==> config.mk <==
export PLATFORM = sky130hd
export DESIGN_NAME = paged_mono_framebuffer_blitter_top
export DESIGN_NICKNAME = d
export VERILOG_FILES = /design/src/pmfb_pkg.sv /design/src/pmfb_ram.sv /design/src/paged_mono_framebuffer_blitter_top.sv
export SDC_FILE = /design/constraint.sdc
export NUM_CORES = 2
export LEC_CHECK = 0
export BUFFER_PORTS_ARGS = -buffer_cell sky130_fd_sc_hd__buf_4
export CAP_MARGIN = 0
export CORE_MARGIN = 2
export CORE_UTILIZATION = 28
export CTS_CLUSTER_DIAMETER = 50
export DETAILED_ROUTE_END_ITERATION = 10
export PLACE_DENSITY = 0.38
export SYNTH_ARGS = -nofsm -noshare
export SYNTH_HDL_FRONTEND = slang
export SYNTH_SLANG_ARGS = --single-unit
==> constraint.sdc <==
create_clock -name clk -period 33.4 [get_ports clk]
set_input_delay 8.35 -clock clk [delete_from_list [all_inputs] [get_ports clk]]
set_output_delay 8.35 -clock clk [all_outputs]
set_load 0.1 [all_outputs]
==> src/pmfb_pkg.sv <==
// ----------------------------------------------------------------------------
// pmfb_pkg: shared constants for the paged monochrome framebuffer blitter
// Display geometry, derived widths, command codes and refresh stream bytes.
// ----------------------------------------------------------------------------
package pmfb_pkg;

	// Display geometry: WIDTH columns by PAGES pages of eight rows each.
	localparam int WIDTH = 128;
	localparam int PAGES = 4;
	localparam int ROWS  = 8 * PAGES;

	// Derived widths.
	localparam int PG_W   = (PAGES > 1) ? $clog2(PAGES) : 1;
	localparam int COL_W  = $clog2(WIDTH);
	localparam int ROW_W  = $clog2(ROWS + 1);
	localparam int IDX_W  = $clog2(WIDTH + 4);
	localparam int DEPTH  = PAGES * WIDTH;
	localparam int ADDR_W = $clog2(DEPTH);

	// Input stream layout.
	localparam int S_TDATA_W = 48;
	localparam int S_TUSER_W = 3;

	// Command codes carried in s_tuser.
	localparam logic [2:0] CMD_FILL   = 3'd0;
	localparam logic [2:0] CMD_BOX    = 3'd1;
	localparam logic [2:0] CMD_BEGIN  = 3'd2;
	localparam logic [2:0] CMD_TEXEL  = 3'd3;
	localparam logic [2:0] CMD_STRIP  = 3'd4;
	localparam logic [2:0] CMD_RENDER = 3'd5;

	// Display command bytes that open each page of the refresh stream.
	localparam logic [7:0] DISP_SET_PAGE = 8'h22;
	localparam logic [7:0] DISP_COL_LO   = 8'h00;
	localparam logic [7:0] DISP_COL_HI   = 8'h10;

endpackage

==> src/pmfb_ram.sv <==
// ----------------------------------------------------------------------------
// pmfb_ram: generic single-port RAM
// One address for write or read per cycle; the read data is registered and
// holds until the next read.
// ----------------------------------------------------------------------------
module pmfb_ram #(
	parameter int DATA_W = 8,
	parameter int DEPTH  = 512,
	localparam int ADDR_W = $clog2(DEPTH)
) (
	input  logic              clk,
	input  logic              we,
	input  logic              re,
	input  logic [ADDR_W-1:0] addr,
	input  logic [DATA_W-1:0] wdata,
	output logic [DATA_W-1:0] rdata
);

	logic [DATA_W-1:0] mem_q [DEPTH];

	// Storage array with registered read port.
	always_ff @(posedge clk) begin
		if (we) begin
			mem_q[addr] <= wdata;
		end
		if (re) begin
			rdata <= mem_q[addr];
		end
	end

endmodule

==> src/paged_mono_framebuffer_blitter_top.sv <==
// ----------------------------------------------------------------------------
// paged_mono_framebuffer_blitter_top: one-bit framebuffer with page-mode refresh
// The pixels live in a RAM of PAGES*WIDTH column bytes (bit k of a byte is row
// page*8+k), and every box, strip and texel command is carried out by one masked
// read-modify-write unit that walks the clipped rectangle column by column and
// page by page, reading and then writing each touched byte; s_tready is low while it works.
// A drawn texel passes through setup and the read and write of its byte, one that
// lands off screen only through setup, and a transparent or ignored texel leaves
// the sequencer idle. A strip write touches one or two bytes, or none when it misses
// the display. A box touches every byte in its clipped columns and pages, and a
// texture begin or unused command leaves the sequencer idle. A render tick reads
// its byte and then waits only while the previous byte is still not taken on
// the output. Fill, the end of every frame and the release of reset each start a
// sweep that writes all PAGES*WIDTH bytes, during which no command is taken.
// ----------------------------------------------------------------------------
module paged_mono_framebuffer_blitter_top (
	input  logic                           clk,
	input  logic                           arst_n,
	input  logic                           s_tvalid,
	output logic                           s_tready,
	// row[8:0], column[17:9], box_height[25:18], box_width[33:26],
	// pixel_value[35:34], mirror[36], strip_byte[44:37], zero fill[47:45]
	input  logic [pmfb_pkg::S_TDATA_W-1:0] s_tdata,
	// command[2:0]
	input  logic [pmfb_pkg::S_TUSER_W-1:0] s_tuser,
	output logic                           m_tvalid,
	input  logic                           m_tready,
	// out_byte[7:0]
	output logic [7:0]                     m_tdata,
	// is_command[0]
	output logic                           m_tuser,
	// frame_end
	output logic                           m_tlast
);

	localparam int PG_W   = pmfb_pkg::PG_W;
	localparam int COL_W  = pmfb_pkg::COL_W;
	localparam int ROW_W  = pmfb_pkg::ROW_W;
	localparam int IDX_W  = pmfb_pkg::IDX_W;
	localparam int ADDR_W = pmfb_pkg::ADDR_W;

	localparam logic signed [10:0] ROWS_S  = 11'(pmfb_pkg::ROWS);
	localparam logic signed [10:0] WIDTH_S = 11'(pmfb_pkg::WIDTH);

	// Sequencer state codes.
	localparam logic [2:0] S_CLEAR = 3'd0;
	localparam logic [2:0] S_IDLE  = 3'd1;
	localparam logic [2:0] S_SETUP = 3'd2;
	localparam logic [2:0] S_RD    = 3'd3;
	localparam logic [2:0] S_WR    = 3'd4;
	localparam logic [2:0] S_RRD   = 3'd5;
	localparam logic [2:0] S_ROUT  = 3'd6;

	// Byte address of a column within a page.
	function automatic logic [ADDR_W-1:0] addr_of(input logic [PG_W-1:0] pg,
			input logic [COL_W-1:0] col);
		addr_of = ADDR_W'(ADDR_W'(pg) * ADDR_W'(pmfb_pkg::WIDTH)) + ADDR_W'(col);
	endfunction

	// Input fields.
	logic [2:0]        in_cmd;
	logic signed [8:0] in_row;
	logic signed [8:0] in_col;
	logic [7:0]        in_h;
	logic [7:0]        in_w;
	logic [1:0]        in_pv;
	logic              in_mir;
	logic [7:0]        in_sb;
	logic              s_xfer;

	// Sequencer and clearing sweep.
	logic [2:0]        state_q;
	logic [ADDR_W-1:0] clr_q;
	logic [7:0]        fill_q;

	// Texture blit state.
	logic signed [8:0] bor_q;
	logic signed [8:0] boc_q;
	logic [7:0]        bh_q;
	logic [7:0]        bw_q;
	logic              bmir_q;
	logic [7:0]        trc_q;
	logic [7:0]        tcc_q;
	logic [7:0]        tex_jj;
	logic              tex_live;

	// Rectangle to draw, before clipping.
	logic signed [9:0] rect_r_q;
	logic signed [9:0] rect_c_q;
	logic [7:0]        rect_h_q;
	logic [7:0]        rect_w_q;
	logic [7:0]        src_q;
	logic [2:0]        rot_q;

	// Clipped rectangle and walk position of the read-modify-write unit.
	logic signed [10:0] r_beg, r_end, r_lo, r_hi;
	logic signed [10:0] c_beg, c_end, c_lo, c_hi;
	logic               rect_empty;
	logic [ROW_W-1:0]   rlo_q;
	logic [ROW_W-1:0]   rhi_q;
	logic [PG_W-1:0]    pg_q;
	logic [PG_W-1:0]    pg_first_q;
	logic [PG_W-1:0]    pg_last_q;
	logic [COL_W-1:0]   col_q;
	logic [COL_W-1:0]   clast_q;
	logic [ROW_W-1:0]   mrow [8];
	logic [7:0]         wmask;
	logic [7:0]         wbits;
	logic [ADDR_W-1:0]  rmw_addr;

	// Refresh stream position and the pending byte.
	logic [IDX_W-1:0]  ridx_q;
	logic [PG_W-1:0]   rpg_q;
	logic [7:0]        ren_byte_q;
	logic              ren_cmd_q;
	logic              ren_fend_q;
	logic [ADDR_W-1:0] ren_addr_q;
	logic              ren_last_idx;
	logic              ren_last_pg;
	logic [7:0]        ren_byte;

	// Output register.
	logic       m_tvalid_q;
	logic [7:0] m_byte_q;
	logic       m_cmd_q;
	logic       m_fend_q;
	logic       out_free;

	// RAM port.
	logic              ram_we;
	logic              ram_re;
	logic [ADDR_W-1:0] ram_addr;
	logic [7:0]        ram_wdata;
	logic [7:0]        ram_rdata;

	// Unpack the input transfer.
	assign in_cmd = s_tuser;
	assign in_row = s_tdata[8:0];
	assign in_col = s_tdata[17:9];
	assign in_h   = s_tdata[25:18];
	assign in_w   = s_tdata[33:26];
	assign in_pv  = s_tdata[35:34];
	assign in_mir = s_tdata[36];
	assign in_sb  = s_tdata[44:37];

	assign s_tready = (state_q == S_IDLE);
	assign s_xfer   = s_tvalid && s_tready;
	assign out_free = !m_tvalid_q || m_tready;

	// Texel column after the optional mirror, and whether the texture is open.
	assign tex_jj   = bmir_q ? (bw_q - 8'd1 - tcc_q) : tcc_q;
	assign tex_live = (bw_q != 8'd0) && (trc_q < bh_q);

	// Clip the rectangle against the display.
	always_comb begin
		r_beg = {rect_r_q[9], rect_r_q};
		r_end = r_beg + $signed({3'b000, rect_h_q});
		c_beg = {rect_c_q[9], rect_c_q};
		c_end = c_beg + $signed({3'b000, rect_w_q});
		r_lo  = r_beg[10] ? 11'sd0 : r_beg;
		r_hi  = (r_end > ROWS_S) ? ROWS_S : r_end;
		c_lo  = c_beg[10] ? 11'sd0 : c_beg;
		c_hi  = (c_end > WIDTH_S) ? WIDTH_S : c_end;
		rect_empty = !(r_lo < r_hi) || !(c_lo < c_hi);
	end

	// Row mask and new pixel bits for the byte at the current page.
	always_comb begin
		for (int k = 0; k < 8; k++) begin
			mrow[k]  = ROW_W'({pg_q, 3'(k)});
			wmask[k] = (mrow[k] >= rlo_q) && (mrow[k] < rhi_q);
			wbits[k] = src_q[3'(3'(k) - rot_q)];
		end
	end

	assign rmw_addr = addr_of(pg_q, col_q);

	// Refresh stream byte for the current position.
	assign ren_last_idx = (ridx_q == IDX_W'(pmfb_pkg::WIDTH + 3));
	assign ren_last_pg  = (rpg_q == PG_W'(pmfb_pkg::PAGES - 1));

	always_comb begin
		case (ridx_q)
			IDX_W'(0): ren_byte = pmfb_pkg::DISP_SET_PAGE;
			IDX_W'(1): ren_byte = 8'(rpg_q);
			IDX_W'(2): ren_byte = pmfb_pkg::DISP_COL_LO;
			IDX_W'(3): ren_byte = pmfb_pkg::DISP_COL_HI;
			default:   ren_byte = 8'h00;
		endcase
	end

	// RAM port selection by sequencer state.
	always_comb begin
		ram_we    = 1'b0;
		ram_re    = 1'b0;
		ram_addr  = rmw_addr;
		ram_wdata = (ram_rdata & ~wmask) | (wbits & wmask);
		case (state_q)
			S_CLEAR: begin
				ram_we    = 1'b1;
				ram_addr  = clr_q;
				ram_wdata = fill_q;
			end
			S_RD: begin
				ram_re = 1'b1;
			end
			S_WR: begin
				ram_we = 1'b1;
			end
			S_RRD: begin
				ram_re   = 1'b1;
				ram_addr = ren_addr_q;
			end
			default: begin
				ram_we = 1'b0;
			end
		endcase
	end

	pmfb_ram #(
		.DATA_W(8),
		.DEPTH (pmfb_pkg::DEPTH)
	) u_ram (
		.clk  (clk),
		.we   (ram_we),
		.re   (ram_re),
		.addr (ram_addr),
		.wdata(ram_wdata),
		.rdata(ram_rdata)
	);

	// Sequencer, texture counters, refresh position and output valid.
	always_ff @(posedge clk or negedge arst_n) begin
		if (!arst_n) begin
			state_q    <= S_CLEAR;
			clr_q      <= '0;
			fill_q     <= 8'h00;
			bor_q      <= '0;
			boc_q      <= '0;
			bh_q       <= 8'd0;
			bw_q       <= 8'd0;
			bmir_q     <= 1'b0;
			trc_q      <= 8'd0;
			tcc_q      <= 8'd0;
			ridx_q     <= '0;
			rpg_q      <= '0;
			m_tvalid_q <= 1'b0;
		end else begin
			// The output register fills from a finished render tick, else drains.
			if (state_q == S_ROUT && out_free) begin
				m_tvalid_q <= 1'b1;
			end else if (m_tready) begin
				m_tvalid_q <= 1'b0;
			end
			case (state_q)
				S_CLEAR: begin
					if (clr_q == ADDR_W'(pmfb_pkg::DEPTH - 1)) begin
						clr_q   <= '0;
						state_q <= S_IDLE;
					end else begin
						clr_q <= clr_q + ADDR_W'(1);
					end
				end
				S_IDLE: begin
					if (s_xfer) begin
						case (in_cmd)
							pmfb_pkg::CMD_FILL: begin
								fill_q  <= {8{in_pv[0]}};
								state_q <= S_CLEAR;
							end
							pmfb_pkg::CMD_BOX, pmfb_pkg::CMD_STRIP: begin
								state_q <= S_SETUP;
							end
							pmfb_pkg::CMD_BEGIN: begin
								bor_q  <= in_row;
								boc_q  <= in_col;
								bh_q   <= in_h;
								bw_q   <= in_w;
								bmir_q <= in_mir;
								trc_q  <= 8'd0;
								tcc_q  <= 8'd0;
							end
							pmfb_pkg::CMD_TEXEL: begin
								if (tex_live) begin
									if (tcc_q + 8'd1 >= bw_q) begin
										tcc_q <= 8'd0;
										trc_q <= trc_q + 8'd1;
									end else begin
										tcc_q <= tcc_q + 8'd1;
									end
									if (!in_pv[1]) begin
										state_q <= S_SETUP;
									end
								end
							end
							pmfb_pkg::CMD_RENDER: begin
								if (ren_last_idx) begin
									ridx_q <= '0;
									rpg_q  <= ren_last_pg ? '0 : rpg_q + PG_W'(1);
								end else begin
									ridx_q <= ridx_q + IDX_W'(1);
								end
								state_q <= S_RRD;
							end
							default: begin
								state_q <= S_IDLE;
							end
						endcase
					end
				end
				S_SETUP: begin
					state_q <= rect_empty ? S_IDLE : S_RD;
				end
				S_RD: begin
					state_q <= S_WR;
				end
				S_WR: begin
					if (pg_q == pg_last_q && col_q == clast_q) begin
						state_q <= S_IDLE;
					end else begin
						state_q <= S_RD;
					end
				end
				S_RRD: begin
					state_q <= S_ROUT;
				end
				S_ROUT: begin
					if (out_free) begin
						if (ren_fend_q) begin
							fill_q  <= 8'h00;
							state_q <= S_CLEAR;
						end else begin
							state_q <= S_IDLE;
						end
					end
				end
				default: begin
					state_q <= S_IDLE;
				end
			endcase
		end
	end

	// Payload registers: rectangle, walk position, pending and output bytes.
	always_ff @(posedge clk) begin
		if (s_xfer) begin
			case (in_cmd)
				pmfb_pkg::CMD_BOX: begin
					rect_r_q <= {in_row[8], in_row};
					rect_c_q <= {in_col[8], in_col};
					rect_h_q <= in_h;
					rect_w_q <= in_w;
					src_q    <= {8{in_pv[0]}};
					rot_q    <= 3'd0;
				end
				pmfb_pkg::CMD_STRIP: begin
					rect_r_q <= {in_row[8], in_row};
					rect_c_q <= {in_col[8], in_col};
					rect_h_q <= 8'd8;
					rect_w_q <= 8'd1;
					src_q    <= in_sb;
					rot_q    <= in_row[2:0];
				end
				pmfb_pkg::CMD_TEXEL: begin
					rect_r_q <= {bor_q[8], bor_q} + $signed({2'b00, trc_q});
					rect_c_q <= {boc_q[8], boc_q} + $signed({2'b00, tex_jj});
					rect_h_q <= 8'd1;
					rect_w_q <= 8'd1;
					src_q    <= {8{in_pv[0]}};
					rot_q    <= 3'd0;
				end
				pmfb_pkg::CMD_RENDER: begin
					ren_byte_q <= ren_byte;
					ren_cmd_q  <= (ridx_q < IDX_W'(4));
					ren_fend_q <= ren_last_idx && ren_last_pg;
					ren_addr_q <= addr_of(rpg_q, COL_W'(ridx_q - IDX_W'(4)));
				end
				default: begin
					rot_q <= rot_q;
				end
			endcase
		end
		// Load the walk limits from the clipped rectangle.
		if (state_q == S_SETUP) begin
			rlo_q      <= ROW_W'(r_lo);
			rhi_q      <= ROW_W'(r_hi);
			pg_q       <= PG_W'(ROW_W'(r_lo) >> 3);
			pg_first_q <= PG_W'(ROW_W'(r_lo) >> 3);
			pg_last_q  <= PG_W'(ROW_W'(r_hi - 11'sd1) >> 3);
			col_q      <= COL_W'(c_lo);
			clast_q    <= COL_W'(c_hi - 11'sd1);
		end
		// Step down the pages of a column, then to the next column.
		if (state_q == S_WR) begin
			if (pg_q != pg_last_q) begin
				pg_q <= pg_q + PG_W'(1);
			end else begin
				pg_q  <= pg_first_q;
				col_q <= col_q + COL_W'(1);
			end
		end
		// Hand the pending refresh byte to the output register.
		if (state_q == S_ROUT && out_free) begin
			m_byte_q <= ren_cmd_q ? ren_byte_q : ram_rdata;
			m_cmd_q  <= ren_cmd_q;
			m_fend_q <= ren_fend_q;
		end
	end

	assign m_tvalid = m_tvalid_q;
	assign m_tdata  = m_byte_q;
	assign m_tuser  = m_cmd_q;
	assign m_tlast  = m_fend_q;

`ifndef SYNTH
	// A read of the modify unit is always followed by its write.
	a_rd_then_wr: assert property (@(posedge clk) disable iff (!arst_n)
		(state_q == S_RD) |=> (state_q == S_WR))
		else $error("read-modify-write read not followed by write");

	// The page walk stays within the clipped page range.
	a_pg_range: assert property (@(posedge clk) disable iff (!arst_n)
		(state_q == S_WR) |-> (pg_q >= pg_first_q && pg_q <= pg_last_q))
		else $error("page walk left the clipped range");

	// The refresh position never passes the last byte of a page.
	a_ridx_range: assert property (@(posedge clk) disable iff (!arst_n)
		ridx_q <= IDX_W'(pmfb_pkg::WIDTH + 3))
		else $error("refresh index out of range");

	// A frame ends on a data byte, never on a command byte.
	a_fend_data: assert property (@(posedge clk) disable iff (!arst_n)
		(m_tvalid && m_tlast) |-> !m_tuser)
		else $error("frame end marked on a command byte");

	// A render byte waiting for a free output slot is delivered next cycle.
	a_rout_load: assert property (@(posedge clk) disable iff (!arst_n)
		(state_q == S_ROUT && !m_tvalid_q) |=> m_tvalid_q)
		else $error("refresh byte not loaded into a free output register");
`endif

endmodule
==> qor.yml <==
final_cell_mix: "edfxtp_1, nand2_1, mux4_2"
vias: 95800
post-place-ws_ns: 22.55
clk_path_buf_depth: 4
async_flop_share: 0.0175
antenna_found_initial: 53
synth.distinct_cells: 82
finalCriticalPeriod_ns: 11.12
cp_num_buf_inv: 3
cts.sinks: 4281
core_um2: 607000
reg2reg_from: "state_q[0]$_DFFE_PN0P_"
cts_resized: 0
critPathMaxFanout: 25
hold_start: "tcc_q[6]$_DFFE_PN0P_"
drt-total-wl_um: 597000
yosysWarnings: 0
finalSetupTns_ns: 0
syn_inst: 9872
dp_hpwl_um: 363000
syn_nets: 10000
crit_chain: "buf_4 -> inv_2 -> nand2_1 -> nor2_1 -> buf_4"
cp_top_family: "buffers and inverters"
dieWidth_um: 784
clock-root-buffer: "clkbuf_16"
ys.flop_type: "edfxtp_1"
drt-vias-per-instance: 5.12
crit_path_frequent_cell: "buf_4"
grt_pass1_vias: 96400
multi_input_area_um2: 39600
track_usage: 0.189
path_clk_slew_ns: 0.05
crit_required_ns: 25.05
drc: 0
worst_path_max_delay_cell: "nor2_1"
ff2ff_path_depth: 18
overflow: 0
final.period_utilization: 0.333
io_buffers: 63
area_growth_pct: 17.1
worst_pin_slew_ns: 1.38
cap_violations: 0
crit_start: "state_q[1]$_DFFE_PN0P_"
hold_viol_final: 0
fmax_mhz: 89.9
fin_ws_ns: 22.28
cp-start-kind: "register"
status: "finished, final reports clean"
crit_type: "reg2out"
clkLatencyLatePin_ns: 1.12
cts_buffers: 556
slew_violations: 0
rows: 286
grt_first_pass_wirelength_um: 816000
holdWs_ns: 0.482
drive_above_1_share: 0.189
cp_num_cells: 5
cts_tree: "built"
seq_area_um2: 128000
clock-skew-final_ns: 0.0655
syn_avg_cell_area_um2: 17.3
pin_count: 67
wl_per_cell_um: 31.9
die_h_um: 784
post_cts_buffers: 0
ant_nets: 0
drt_first_pass_iters: 9
start_util: 0.281
ys_ff_latch: 4281
cts_hold_buf: 0
relSlewSlack: 0.0743
final_nets: 10300
synth_edf_count: 4199
ys_seq_area_frac: 0.752
filler_cell_count: 58100
hold_class: "reg2reg"
grt_setup_unrepaired: "false"
max_stage_delay_ns: 0.40
final_common_cell: "edfxtp_1"
min_path_cells: 2
cp.arrival_ns: 2.77
drtIter0Drc: 10200
setup_violations: 0
syn_area_um2: 170000
cp-end-kind: "output port"
grt_max_degree: 165
design.die.area_um2: 615000
place_congestion: 0.793
cts-htree-levels: 6
==> worst paths after layout <==
path / end / slack, ns
worst min register to register: tcc_q[6]$_DFFE_PN0P_ / 0.48
max in group asynchronous: clr_q[7]$_DFFE_PN0P_ / 25.08
min in group asynchronous: tcc_q[0]$_DFFE_PN0P_ / 7.14
worst max register to register: u_ram.rdata[2]$_DFFE_PN_ / 23.36
worst min-delay path: tcc_q[6]$_DFFE_PN0P_ / 0.48
worst max-delay path: s_tready / 22.28
==> cells by family (layout without fill, tap and decap cells) <==
family	count (synthesis)	in the layout	synth area share
flops	4281	4281	0.752
simple gates	2572	2572	0.0655
compound gates	1365	1365	0.0541
mux	804	804	0.0984
buf+inv	688	1436	0.0193
fa+ha+maj	95	95	0.00720
xor+xnor	67	67	0.00355
other cells	0	19	0
==> tightest hold or removal path, stage by stage (launching register included) <==
cell and delay, ns:
dfrtp_1 0.34, nand2_1 0.05, o21ai_0 0.06
==> layer usage <==
metal  GRT usage  part of all wire  vias to the layer above  routed length (um)
met5           0          0.000022                        -                  13
met3      0.0279             0.057                      718               33900
met2       0.308              0.47                     3125              283000
li1            -                 -                    40100                   -
met1       0.265              0.44                    51900              264000
met4      0.0490             0.027                        2               16300
==> registers in the layout (all words and copies together), names as in the netlist, 9 cells and up <==
name / flops
boc_q: 9
bor_q: 9
clr_q: 9
rect_c_q: 10
rect_r_q: 10
ren_addr_q: 9
u_ram.mem_q: 4096
==> final cells by class <==
class,count,share of cell area
clock inverter,346,0.0200
sequential,4281,0.642
inverter,76,0.00143
antenna,19,0.000238
timing repair buffer,361,0.0147
tap,8064,0.0506
multi-input combinational,4903,0.198
clock buffer,653,0.0726
==> Yosys cell counts, types with 13 or more instances <==
library cell / number / share of area
a211oi_1: 169 / 0.0074
inv_1: 74 / 0.0016
buf_1: 69 / 0.0015
edfxtp_1: 4199 / 0.74
a22o_1: 13 / 0.00067
clkbuf_1: 257 / 0.0057
nor3_1: 37 / 0.0011
buf_2: 194 / 0.0057
buf_6: 31 / 0.0020
nor4_1: 41 / 0.0015
ha_1: 90 / 0.0066
a21o_1: 26 / 0.0011
nor2b_1: 35 / 0.0013
nand4_1: 47 / 0.0017
xnor2_1: 37 / 0.0019
xor2_1: 29 / 0.0015
a22oi_1: 365 / 0.016
a31oi_1: 192 / 0.0071
o22ai_1: 16 / 0.00059
buf_4: 61 / 0.0027
mux4_2: 694 / 0.092
nand3_1: 345 / 0.010
o21ai_0: 129 / 0.0038
a221oi_1: 14 / 0.00072
mux2_2: 33 / 0.0022
a21oi_1: 267 / 0.0078
a32oi_1: 37 / 0.0019
nand2_1: 1155 / 0.025
mux2i_1: 77 / 0.0045
dfrtp_1: 75 / 0.011
and3_1: 195 / 0.0072
nor2_1: 649 / 0.014
==> stage by stage <==
stage                     utilization  cells  area (um2)
after CTS                       0.329  18700      199000
final                           0.329  18700      200000
after global placement          0.298  17700      181000
after floorplan                     -   9872      170000
after detailed placement        0.298  17700      181000
after global routing            0.329  18700      199000
Power is left out: the tool's default activity adds up to more than one toggle a clock period on the data nets, which glitch-free logic cannot reach.
